--- config.mk ---
export PLATFORM = sky130hd
export DESIGN_NAME = brb_ctrl
export DESIGN_NICKNAME = d
export VERILOG_FILES = /design/src/sv/brb_pkg.sv /design/src/sv/brb_ctrl.sv
export SDC_FILE = /design/constraint.sdc
export NUM_CORES = 1
export LEC_CHECK = 0
export BUFFER_PORTS_ARGS = -buffer_cell sky130_fd_sc_hd__buf_4
export CORE_AREA = 2 2 39 41
export DETAILED_ROUTE_END_ITERATION = 16
export DIE_AREA = 0 0 41 43
export HOLD_SLACK_MARGIN = 0.03
export PLACE_DENSITY = 0.3
export RECOVER_POWER = 100
export SLEW_MARGIN = 20
export SYNTH_ARGS = -nofsm -noshare
export SYNTH_HDL_FRONTEND = slang
export SYNTH_SLANG_ARGS = --single-unit
--- constraint.sdc ---
create_clock -name clk -period 0.8 [get_ports clk]
set_input_delay 0.12 -clock clk [delete_from_list [all_inputs] [get_ports clk]]
set_output_delay 0.12 -clock clk [all_outputs]
set_load 0.005 [all_outputs]
--- src/sv/brb_pkg.sv ---
// Shared constants, codes and controller/datapath interface types for the ring buffer.
package brb_pkg;

  localparam int RING_AW     = 16;
  localparam int RING_DEPTH  = 1 << RING_AW;
  localparam int POS_W       = 40;
  localparam int MR_W        = 7;
  localparam int MAX_RESULTS = 64;
  localparam int FIFO_AW     = 2;
  localparam int FIFO_DEPTH  = 1 << FIFO_AW;
  localparam int FIFO_CW     = FIFO_AW + 1;
  localparam int PADDR_W     = 3;
  localparam int PDATA_W     = 32;

  localparam logic CMD_WRITE = 1'b0;
  localparam logic CMD_READ  = 1'b1;

  localparam logic REG_MAX_READ = 1'b0;

  localparam logic [MR_W-1:0] MAX_READ_RST = MR_W'(MAX_RESULTS);

  typedef struct packed {
    logic store_wr;
    logic load_rd;
    logic load_cnt;
    logic issue_byte;
    logic issue_nd;
  } brb_cmd_t;

  typedef struct packed {
    logic caught;
    logic space;
    logic final_byte;
  } brb_sts_t;

endpackage

--- src/sv/brb_ctrl.sv ---
// Controller state machine: sequences writes, read setup and byte streaming.
module brb_ctrl (
  input  logic              clk,
  input  logic              rst_n,
  input  logic              in_valid,
  output logic              in_ready,
  input  logic              in_command,
  input  brb_pkg::brb_sts_t sts,
  output brb_pkg::brb_cmd_t cmd
);
  import brb_pkg::*;

  typedef enum logic [1:0] {
    ST_IDLE,
    ST_PREP,
    ST_STREAM
  } state_t;

  state_t state_r, state_nxt;

  always_comb begin
    state_nxt = state_r;
    in_ready  = 1'b0;
    cmd       = '0;
    case (state_r)
      ST_IDLE: begin
        in_ready = 1'b1;
        if (in_valid) begin
          if (in_command == CMD_WRITE) begin
            cmd.store_wr = 1'b1;
          end else begin
            cmd.load_rd = 1'b1;
            state_nxt   = ST_PREP;
          end
        end
      end
      ST_PREP: begin
        if (sts.caught) begin
          if (sts.space) begin
            cmd.issue_nd = 1'b1;
            state_nxt    = ST_IDLE;
          end
        end else begin
          cmd.load_cnt = 1'b1;
          state_nxt    = ST_STREAM;
        end
      end
      ST_STREAM: begin
        if (sts.space) begin
          cmd.issue_byte = 1'b1;
          if (sts.final_byte) begin
            state_nxt = ST_IDLE;
          end
        end
      end
      default: begin
        state_nxt = ST_IDLE;
      end
    endcase
  end

  always_ff @(posedge clk) begin
    if (!rst_n) begin
      state_r <= ST_IDLE;
    end else begin
      state_r <= state_nxt;
    end
  end

endmodule

==> Word level (Yosys, flattened, before mapping) <==
Cells that the tools add are included.
{ "totals": {"regBits": 2, "in_bits": 7, "output_inout_bits": 6, "word_cells": 28} }
{ "classes": {"n_eq_ne": 7, "mux": 18, "n_reduce_logical": 2} }
{ "ops": {"columns": ["cell", "n"], "rows": [
  ["$mux W2", 8],
  ["$mux W1", 9],
  ["$ne A2 B2 Y1 const B", 4],
  ["$pmux W2 S3", 1],
  ["$reduce_and A5 Y1", 1],
  ["$ne A3 B3 Y1 const B", 1],
  ["$eq A2 B1 Y1 const B", 1],
  ["$eq A2 B2 Y1 const B", 1],
  ["$logic_not A2 Y1", 1]
]} }

==> Longest topological paths before layout <==
Gate-level depths: netlist of the first run.
{ "logic_depth": {"ltp_word": 3, "ltp_mapped": 3, "mapped_depth_nobuf": 3} }

==> Least setup slack after synthesis of the first run <==
Ideal clock, no wire load.
{ "synth_path": {"path_kind": "flip-flop to flip-flop", "from": "register state_r[1]", "to": "register state_r[0]", "setup_slack_ps": -115, "synth_period_minus_slack_ps": 915, "required_ps": 685, "setup_time_ps": 115, "path_stages_with_launch": 4, "arrival_time_ps": 800, "path_buffers": 0, "path_cell_list": "dfxtp_1 -> nor2_2 -> and3_4 -> o21a_1"} }
{ "synth_between": {"elab_chain_cells": 3, "word_cells_on_any_way": 10, "cone_classes": "eq/ne (7); mux (1); reduce/logical (2)"} }
{ "synth_rtl": {"columns": ["element", "line", "source"], "rows": [
  ["start, declared", "brb_ctrl.sv:19", "state_t state_r, state_nxt;"],
  ["start signal, assigned", "brb_ctrl.sv:66", "state_r <= state_nxt;"],
  ["$eq A2 B1 Y1, or another cell as far along", "brb_ctrl.sv:25", "case (state_r)"],
  ["$ne A3 B3 Y1 (no source line) / $ne A2 B2 Y1 (equally long branches)", null, null],
  ["$reduce_and A5 Y1 (no source line)", null, null]
]} }
Parallel ways exist; a longest one is shown, timed or not.
A chain may end at the register's enable or synchronous reset.

==> flow_summary.yaml, run 1 <==
clock_network:
  clkSlewWorstSetupHoldPaths_ns: 0.03
  h-tree-depth: 1
  cts_root_buffer: "clkbuf_4"
  clkLatencyLatePin_ns: 0.23
  numCtsBuffers: 3
  cts_tree: "done"
  cts.sinks: 2
  clk_path_buf_depth: 2
global_route:
  grt_use_total: 0.0661
  grt_pass1_wl_um: 676
  overflow: 0
  antenna_found_initial: 0
  grt_pass1_vias: 166
  grt_max_degree: 7
outcome:
  status: "finished with violations"
  violations: "setup timing"
route:
  vias_per_cell: 3.77
  wl_per_cell_um: 8.54
  vias: 181
  drt_iter0_drc: 0
  drc_errors: 0
  first_pass_iters: 1
  drt-total-wl_um: 410
  postRouteAntennaNets: 0
power_and_ir_drop:
  p_per_area_mw_per_mm2: 1480
  power_switching_mw: 0.100
  combPwrFrac: 0.201
  p_int_mw: 0.351
  p_sw_frac: 0.222
  ir_drop_mv: 0.558
  p_clk_frac: 0.554
  p_leak_nw: 0.142
  p_seq_frac: 0.245
synth:
  synth_edf_count: 0
  synth-xor-area-share: 0
  ys_types: 12
  async_flop_share: 0
  netlist_instances: 14
  ys_top_cells_by_count: "a21oi_1, dfxtp_1"
  yosysWarningCount: 0
  yosysTopAreaCellShare: 0.296
  synthTopCellsByArea: "dfxtp_1, and4bb_2, nor3b_2, and3_4, and4b_2"
  synthFlopType: "dfxtp_1"
  yosysTopAreaCell: "dfxtp_1"
  seq_area_frac_synth: 0.296
  syn_area_sq_um: 135
  synth_fp_nets: 21
  synthMuxAreaShare: 0
  synth-simple-area-share: 0.574
  syn_area_per_cell_sq_um: 9.65
  ys_seq_elements: 2
  synthAdderAreaFrac: 0
  synth-compound-area-share: 0.130
  synth_top_family_by_area: "simple AND/OR/NAND/NOR gates"
finish:
  largest_reg_flops: 2
  synthToLayoutAreaGrowth_pct: 125
  utilization: 0.220
  drive_gt1_frac: 0.781
  nets: 40
  top_regs: "state_r (2)"
  fin_area_sq_um: 304
  n_antenna_cell: 0
  largest-register: "state_r"
timing:
  skew_ns: 0.00568
  rsz0062_at_grt: "yes"
  setup-tns-final_ns: -1.79
  fmax_ghz: 0.916
  setup_viol: 8
  hold_violations: 0
  max_slew_margin: 0.880
  min_period_ns: 1.09
  finalCritPeriodShare: 1.37
  finalWorstSetupSlack_ns: -0.292
  tightest_slew_ns: 0.179
  finalMaxSlewViolations: 0
  whs_ns: 0.109
die:
  die_w_um: 41
  die_area_sq_mm: 0.00176
  num_io_pins: 13
  coreArea_sq_mm: 0.00138
  dieHeight_um: 43
  start_util: 0.0976
  num_rows: 14
critical_path:
  cp_max_fo: 6
  crit_required_ns: 0.68
  arrival_ns: 0.97
  start_kind: "flop"
  cp-end-kind: "output port"
  crit_start: "state_r[0]"
  worstSetupPathType: "reg2out"
  r2r_start: "state_r[0]"
job:
  drv_cap: 0
placement:
  place_hpwl_um: 327
  place_area_sq_um: 263
  gp_congestion: 0.538
  pre_cts_slack_ns: -0.0674
  io_buffers: 12
worst_hold_path:
  hold_path_class: "in2reg"
  worstHoldStart: "rst_n"
==> layer usage <==
| metal | share of wire | routed length, um | track usage |
|---|---|---|---|
| met1 | 0.44 | 181 | 0.0671 |
| met2 | 0.39 | 161 | 0.0750 |
| met3 | 0.13 | 54 | 0.0314 |
| met4 | 0.032 | 13 | 0.100 |
| met5 | 0 | 0 | 0 |
==> logic make-up after synthesis <==
logic type / Yosys count
AND/OR/NAND/NOR: 9
AO/OA/AOI/OAI: 3
flip-flops: 2
==> metrics by stage <==
step,total power [mW],instances
floorplan,0.139,14
global placement,0.195,43
detailed placement,0.196,43
CTS,0.459,47
global route,0.495,48
finish,0.451,48
==> layout make-up <==
cell class,count,area (sq um)
flip-flops and latches,2,45.0
clock buffers,4,26.3
repair buffers,14,113
multi-input cells,12,100
fillers,163,1080
well taps,16,20.0
==> timing repair <==
action | 4_1_cts | 5_1_grt
pin swaps | 4 | 1
endpoints found under the hold margin | 0 | 0
gates resized for setup | 2 | 0
hold buffers | 0 | 0
setup buffers | 0 | 1
endpoints found under the setup margin | 8 | 8
==> power groups by stage <==
stage / clock (mW) / sequential (mW) / combinational, mW
global route: 0.282 / 0.111 / 0.101
floorplan: 0 / 0.110 / 0.0291
global placement: 0 / 0.111 / 0.0841
finish: 0.250 / 0.111 / 0.0909
CTS: 0.260 / 0.110 / 0.0886
detailed placement: 0 / 0.112 / 0.0846
==> critical path, cell delays in order, from the launching register on <==
cell     delay, ns
dfxtp_2       0.34
nor2_4        0.13
and3_4        0.19
buf_6         0.09
==> final timing paths <==
check	slack, ns	cells after the start	to
worst max-delay path	-0.29	3	cmd[3]
worst min-delay path	0.11	2	state_r[0]
worst max register to register	-0.16	4	state_r[0]
worst min register to register	0.58	2	state_r[1]
==> placed cells by master, fill, tap and decap left out <==
cell type | synthesis | final
dfxtp_4 | 0 | 1
and4bb_2 | 1 | 1
dfxtp_2 | 0 | 1
nor2_1 | 1 | 1
o21a_1 | 1 | 1
nor2_4 | 0 | 1
and3_4 | 1 | 1
nor3b_2 | 1 | 1
and3b_2 | 1 | 1
nand2_1 | 1 | 1
and4b_2 | 1 | 1
a21oi_1 | 2 | 2
clkbuf_4 | 0 | 3
buf_4 | 0 | 12
clkbuf_1 | 0 | 1
buf_6 | 0 | 2
nor2b_1 | 1 | 1
Power figures use the tool's default switching activity.
==> run 2, diff against run 1 <==
--- a/config.mk
+++ b/config.mk
@@ -5,12 +5,13 @@
 export SDC_FILE = /design/constraint.sdc
 export NUM_CORES = 1
 export LEC_CHECK = 0
+export ABC_AREA = 1
 export BUFFER_PORTS_ARGS = -buffer_cell sky130_fd_sc_hd__buf_4
 export CORE_AREA = 2 2 39 41
 export DETAILED_ROUTE_END_ITERATION = 16
 export DIE_AREA = 0 0 41 43
 export HOLD_SLACK_MARGIN = 0.03
-export PLACE_DENSITY = 0.3
+export PLACE_DENSITY = 0.31
 export RECOVER_POWER = 100
 export SLEW_MARGIN = 20
 export SYNTH_ARGS = -nofsm -noshare
==> run 2 against run 1 <==
The flow still finishes with violations (setup timing). Combinational power up 28%. Non-clock buffer count up 2. Hold slack better by 0.054 ns. Final area up 17%. Register-to-register slack worse by 0.02 ns. Critical path depth unchanged. Clock power down 13%.
==> flow_summary.yaml, run 2 <==
global_route:
  grt_max_degree: 5
  grt_pass1_wl_um: 814
  grt_use_total: 0.0701
  overflow: 0
  antenna_found_initial: 0
  grt_pass1_vias: 205
timing:
  finalWorstSetupSlack_ns: -0.326
  setup_viol: 8
  finalCritPeriodShare: 1.41
  rsz0062_at_grt: "yes"
  hold_violations: 0
  whs_ns: 0.163
  finalMaxSlewViolations: 0
  min_period_ns: 1.13
  setup-tns-final_ns: -1.81
  max_slew_margin: 0.898
  tightest_slew_ns: 0.151
  fmax_ghz: 0.888
  skew_ns: 0.00148
synth:
  seq_area_frac_synth: 0.267
  synthMuxAreaShare: 0
  syn_area_sq_um: 150
  synth_fp_nets: 32
  synth-xor-area-share: 0
  synthAdderAreaFrac: 0
  synthTopCellsByArea: "dfxtp_1, inv_1, nand2_1, nor2_2, and3b_2"
  synth_most_common_cell: "inv_1"
  ys_seq_elements: 2
  synthFlopType: "dfxtp_1"
  synth_edf_count: 0
  synth-simple-area-share: 0.442
  syn_area_per_cell_sq_um: 6.01
  synth-compound-area-share: 0.0917
  yosysWarningCount: 0
  yosysTopAreaCellShare: 0.267
  netlist_instances: 25
  async_flop_share: 0
  synth_top_family_by_area: "simple AND/OR/NAND/NOR gates"
  ys_types: 12
  ys_top_cells_by_count: "inv_1, nand2_1"
  yosysTopAreaCell: "dfxtp_1"
critical_path:
  crit_family: "flip-flops"
  path_cells: "nor2_4, and3b_2, buf_6"
  start_kind: "flop"
  worst-path-buf-inv: 1
  r2r_slack_ns: -0.18
  cp_max_fo: 4
  worstSetupPathType: "reg2out"
  crit_required_ns: 0.68
  slowest_delay_ns: 0.36
  arrival_ns: 1.01
  cp-end-kind: "output port"
  slowest_stage: "dfxtp_4"
outcome:
  violations: "setup timing"
  status: "finished with violations"
job:
  drv_cap: 0
route:
  vias_per_cell: 3.45
  drc_errors: 0
  drt-total-wl_um: 484
  first_pass_iters: 2
  vias: 207
  postRouteAntennaNets: 0
  drt_iter0_drc: 1
  wl_per_cell_um: 8.07
worst_hold_path:
  hold_path_class: "in2reg"
die:
  dieHeight_um: 43
  start_util: 0.108
  num_io_pins: 13
  num_rows: 14
  coreArea_sq_mm: 0.00138
  die_area_sq_mm: 0.00176
  die_w_um: 41
clock_network:
  cts_tree: "done"
  ctsHoldBuffers: 0
  clk_path_buf_depth: 2
  clkLatencyLatePin_ns: 0.22
  cts_root_buffer: "clkbuf_4"
  clkSlewWorstSetupHoldPaths_ns: 0.03
  h-tree-depth: 1
  numCtsBuffers: 3
  cts.sinks: 2
power_and_ir_drop:
  p_per_area_mw_per_mm2: 1240
  ir_drop_mv: 0.625
  p_leak_nw: 0.187
finish:
  top_regs: "state_r (2)"
  n_antenna_cell: 0
  largest_reg_flops: 2
  fin_cells: 60
  drive_gt1_frac: 0.682
  synthToLayoutAreaGrowth_pct: 138
  nets: 53
  final_cell_mix: "buf_4, inv_1, nand2_1, buf_6, clkbuf_4"
  largest-register: "state_r"
  fin_area_sq_um: 357
  final_common_cell: "buf_4"
placement:
  place_area_sq_um: 269
  place_hpwl_um: 379
  pre_cts_slack_ns: -0.107
  gp_congestion: 0.631
  dp.cells: 54
  io_buffers: 12
[run 2: routing by layer]
metal  vias to the layer above  GRT usage  routed length, um
li1                        113          -                  -
met1                        91     0.0796                187
met2                         3     0.0938                273
met3                         0     0.0314                 23
met4                         0     0.0600                  0
met5                         -          0                  0
[run 2: cell families (layout without fill, tap and decap cells)]
family          after synthesis  in the layout
simple gates                 13             13
buf+inv                       8             27
compound gates                2              2
flops                         2              2
[run 2: worst min-delay path, cell delays in order]
cell and delay [ns]:
buf_4 0.08, inv_1 0.05, a21oi_2 0.10
[run 2: layout make-up]
| class | count | area [sq um] |
|---|---|---|
| fillers | 160 | 1030 |
| repair buffers | 16 | 135 |
| multi-input cells | 15 | 98.8 |
| flip-flops and latches | 2 | 47.5 |
| inverters | 8 | 32.5 |
| clock buffers | 3 | 22.5 |
| well taps | 16 | 20.0 |
[run 2: worst paths after layout]
kind              start         end  depth (start not counted)
max          state_r[1]      cmd[4]                          3
min               rst_n  state_r[1]                          3
max reg2reg  state_r[0]  state_r[1]                          6
min reg2reg  state_r[1]  state_r[1]                          2
[run 2: repair_timing]
action	CTS	global route
setup endpoints to repair	6	8
resized for setup	6	7
setup buffers	1	2
gates cloned	0	0
pin swaps	1	5
[run 2: metrics by stage]
stage | util | total power [mW]
after floorplan | - | 0.145
after global placement | 0.194 | 0.199
after detailed placement | 0.194 | 0.200
after CTS | 0.227 | 0.441
after global routing | 0.258 | 0.473
final | 0.258 | 0.442
[run 2: where the power goes]
group          internal (mW)  switching, mW
combinational         0.0717         0.0440
sequential             0.101        0.00857
clock                  0.165         0.0516
==> run 3, diff against run 2 <==
--- a/config.mk
+++ b/config.mk
@@ -11,7 +11,7 @@
 export DETAILED_ROUTE_END_ITERATION = 16
 export DIE_AREA = 0 0 41 43
 export HOLD_SLACK_MARGIN = 0.03
-export PLACE_DENSITY = 0.31
+export PLACE_DENSITY_LB_ADDON = 0.12
 export RECOVER_POWER = 100
 export SLEW_MARGIN = 20
 export SYNTH_ARGS = -nofsm -noshare
==> run 3 against run 2 <==
The flow still finishes with violations (setup timing). Clock skew is 0.0011 ns higher. Global-route usage is 0.10 points higher. Sequential share of layout area is 1.1 points higher. Final area is 7.7% lower. Hold slack worse by 0.029 ns. Fmax is 0.82% higher. Sequential power hardly changed. Via count is 1.9% higher. Routed wire length is 3.9% lower. Critical path depth stayed put. First-iteration DRC count stayed put. Largest cell class unchanged.
==> flow_summary.yaml, run 3 (synthesis results as in run 2) <==
route:
  vias: 211
  drc_errors: 0
  drt_iter0_drc: 1
  first_pass_iters: 4
  postRouteAntennaNets: 0
  wl_per_cell_um: 7.88
  drt-total-wl_um: 465
  vias_per_cell: 3.58
die:
  die_area_sq_mm: 0.00176
  die_w_um: 41
  num_io_pins: 13
  coreArea_sq_mm: 0.00138
  num_rows: 14
  dieHeight_um: 43
  start_util: 0.108
critical_path:
  start_kind: "flop"
  cp_max_fo: 4
  cp-end-kind: "output port"
  path_cells: "nor2_4, and3b_2, buf_6"
  worstSetupPathType: "reg2out"
  slowest_stage: "dfxtp_4"
  worst-path-buf-inv: 1
  crit_required_ns: 0.68
  slowest_delay_ns: 0.35
  crit_family: "flip-flops"
  arrival_ns: 1.00
global_route:
  grt_pass1_wl_um: 793
  antenna_found_initial: 0
  grt_pass1_vias: 213
  overflow: 0
  grt_use_total: 0.0711
  grt_max_degree: 5
power_and_ir_drop:
  p_clk_frac: 0.519
  p_per_area_mw_per_mm2: 1350
  p_seq_frac: 0.244
  combPwrFrac: 0.237
  p_int_mw: 0.334
  p_sw_frac: 0.248
  p_leak_nw: 0.179
  ir_drop_mv: 0.394
  power_switching_mw: 0.110
finish:
  synthToLayoutAreaGrowth_pct: 119
  final_cell_mix: "buf_4, inv_1, nand2_1, clkbuf_4, buf_6"
  seqCellArea_sq_um: 47.5
  n_antenna_cell: 0
  final_common_cell: "buf_4"
  top_regs: "state_r (2)"
  drive_gt1_frac: 0.628
  largest_reg_flops: 2
  nets: 52
  largest-register: "state_r"
  fin_cells: 59
  fillers: 171
  multi_input_area_sq_um: 85.1
timing:
  tightest_slew_ns: 0.165
  min_period_ns: 1.12
  rsz0062_at_grt: "yes"
  finalWorstSetupSlack_ns: -0.317
  hold_violations: 0
  setup-tns-final_ns: -1.67
  skew_ns: 0.00262
  finalCritPeriodShare: 1.40
  whs_ns: 0.134
  fmax_ghz: 0.895
  max_slew_margin: 0.889
  finalMaxSlewViolations: 0
  setup_viol: 7
outcome:
  violations: "setup timing"
  status: "finished with violations"
clock_network:
  cts_tree: "done"
  cts.sinks: 2
  ctsHoldBuffers: 0
  h-tree-depth: 1
  cts_root_buffer: "clkbuf_4"
  clkSlewWorstSetupHoldPaths_ns: 0.03
  clkLatencyLatePin_ns: 0.23
  numCtsBuffers: 3
  clk_path_buf_depth: 2
placement:
  io_buffers: 12
  gp_congestion: 0.598
  dp.cells: 53
  place_hpwl_um: 348
job:
  drv_cap: 0
worst_hold_path:
  hold_path_class: "in2reg"
-- run 3: final timing paths --
check / startpoint / slack [ns] / cells past startpoint / endpoint
max: state_r[0] / -0.32 / 3 / cmd[4]
max reg2reg: state_r[0] / -0.06 / 4 / state_r[0]
min reg2reg: state_r[1] / 0.54 / 2 / state_r[1]
min: rst_n / 0.13 / 3 / state_r[0]
-- run 3: metal layers --
metal | global-route usage | wire (um) | vias up
li1 | - | - | 109
met1 | 0.0701 | 162 | 95
met2 | 0.106 | 263 | 7
met3 | 0.0314 | 39 | 0
met4 | 0.0600 | 0 | 0
met5 | 0 | 0 | -
-- run 3: final cells by class --
class,count,area share
Timing Repair Buffer,15,0.376
Multi-Input combinational cell,15,0.259
Sequential cell,2,0.144
Inverter,8,0.0913
Clock buffer,3,0.0684
Tap cell,16,0.0608
-- run 3: worst reg2reg max path, delay by kind of cell, from the launching register on --
kind / cells / cell delay (ns)
AOI/OAI and AO/OA: 1 / 0.11
buffers and inverters: 1 / 0.12
DFF: 1 / 0.35
and+or+nand+nor: 2 / 0.22
-- run 3: repair_timing --
action / CTS / global route
endpoints found under the setup margin: 6 / 7
resized for setup: 3 / 5
buffers inserted: 1 / 2
pin swaps: 1 / 3
-- run 3: power by group through the flow --
stage          registers [mW]  logic [mW]  clock network [mW]
2_1_floorplan           0.111      0.0344                   0
3_3_place_gp            0.112      0.0830                   0
3_5_place_dp            0.112      0.0833                   0
4_1_cts                 0.110      0.0902               0.242
5_1_grt                 0.109       0.117               0.268
6_report                0.108       0.105               0.230
-- run 3: per-stage QoR --
stage / utilization / cell area (sq um) / power [mW] / setup slack (ns)
6_report: 0.238 / 329 / 0.444 / -0.317
5_1_grt: 0.238 / 329 / 0.494 / -0.380
4_1_cts: 0.217 / 300 / 0.442 / -0.310
3_5_place_dp: 0.189 / 262 / 0.195 / -0.0983
3_3_place_gp: 0.189 / 262 / 0.195 / -0.0876
2_1_floorplan: - / 151 / 0.145 / 0.00676
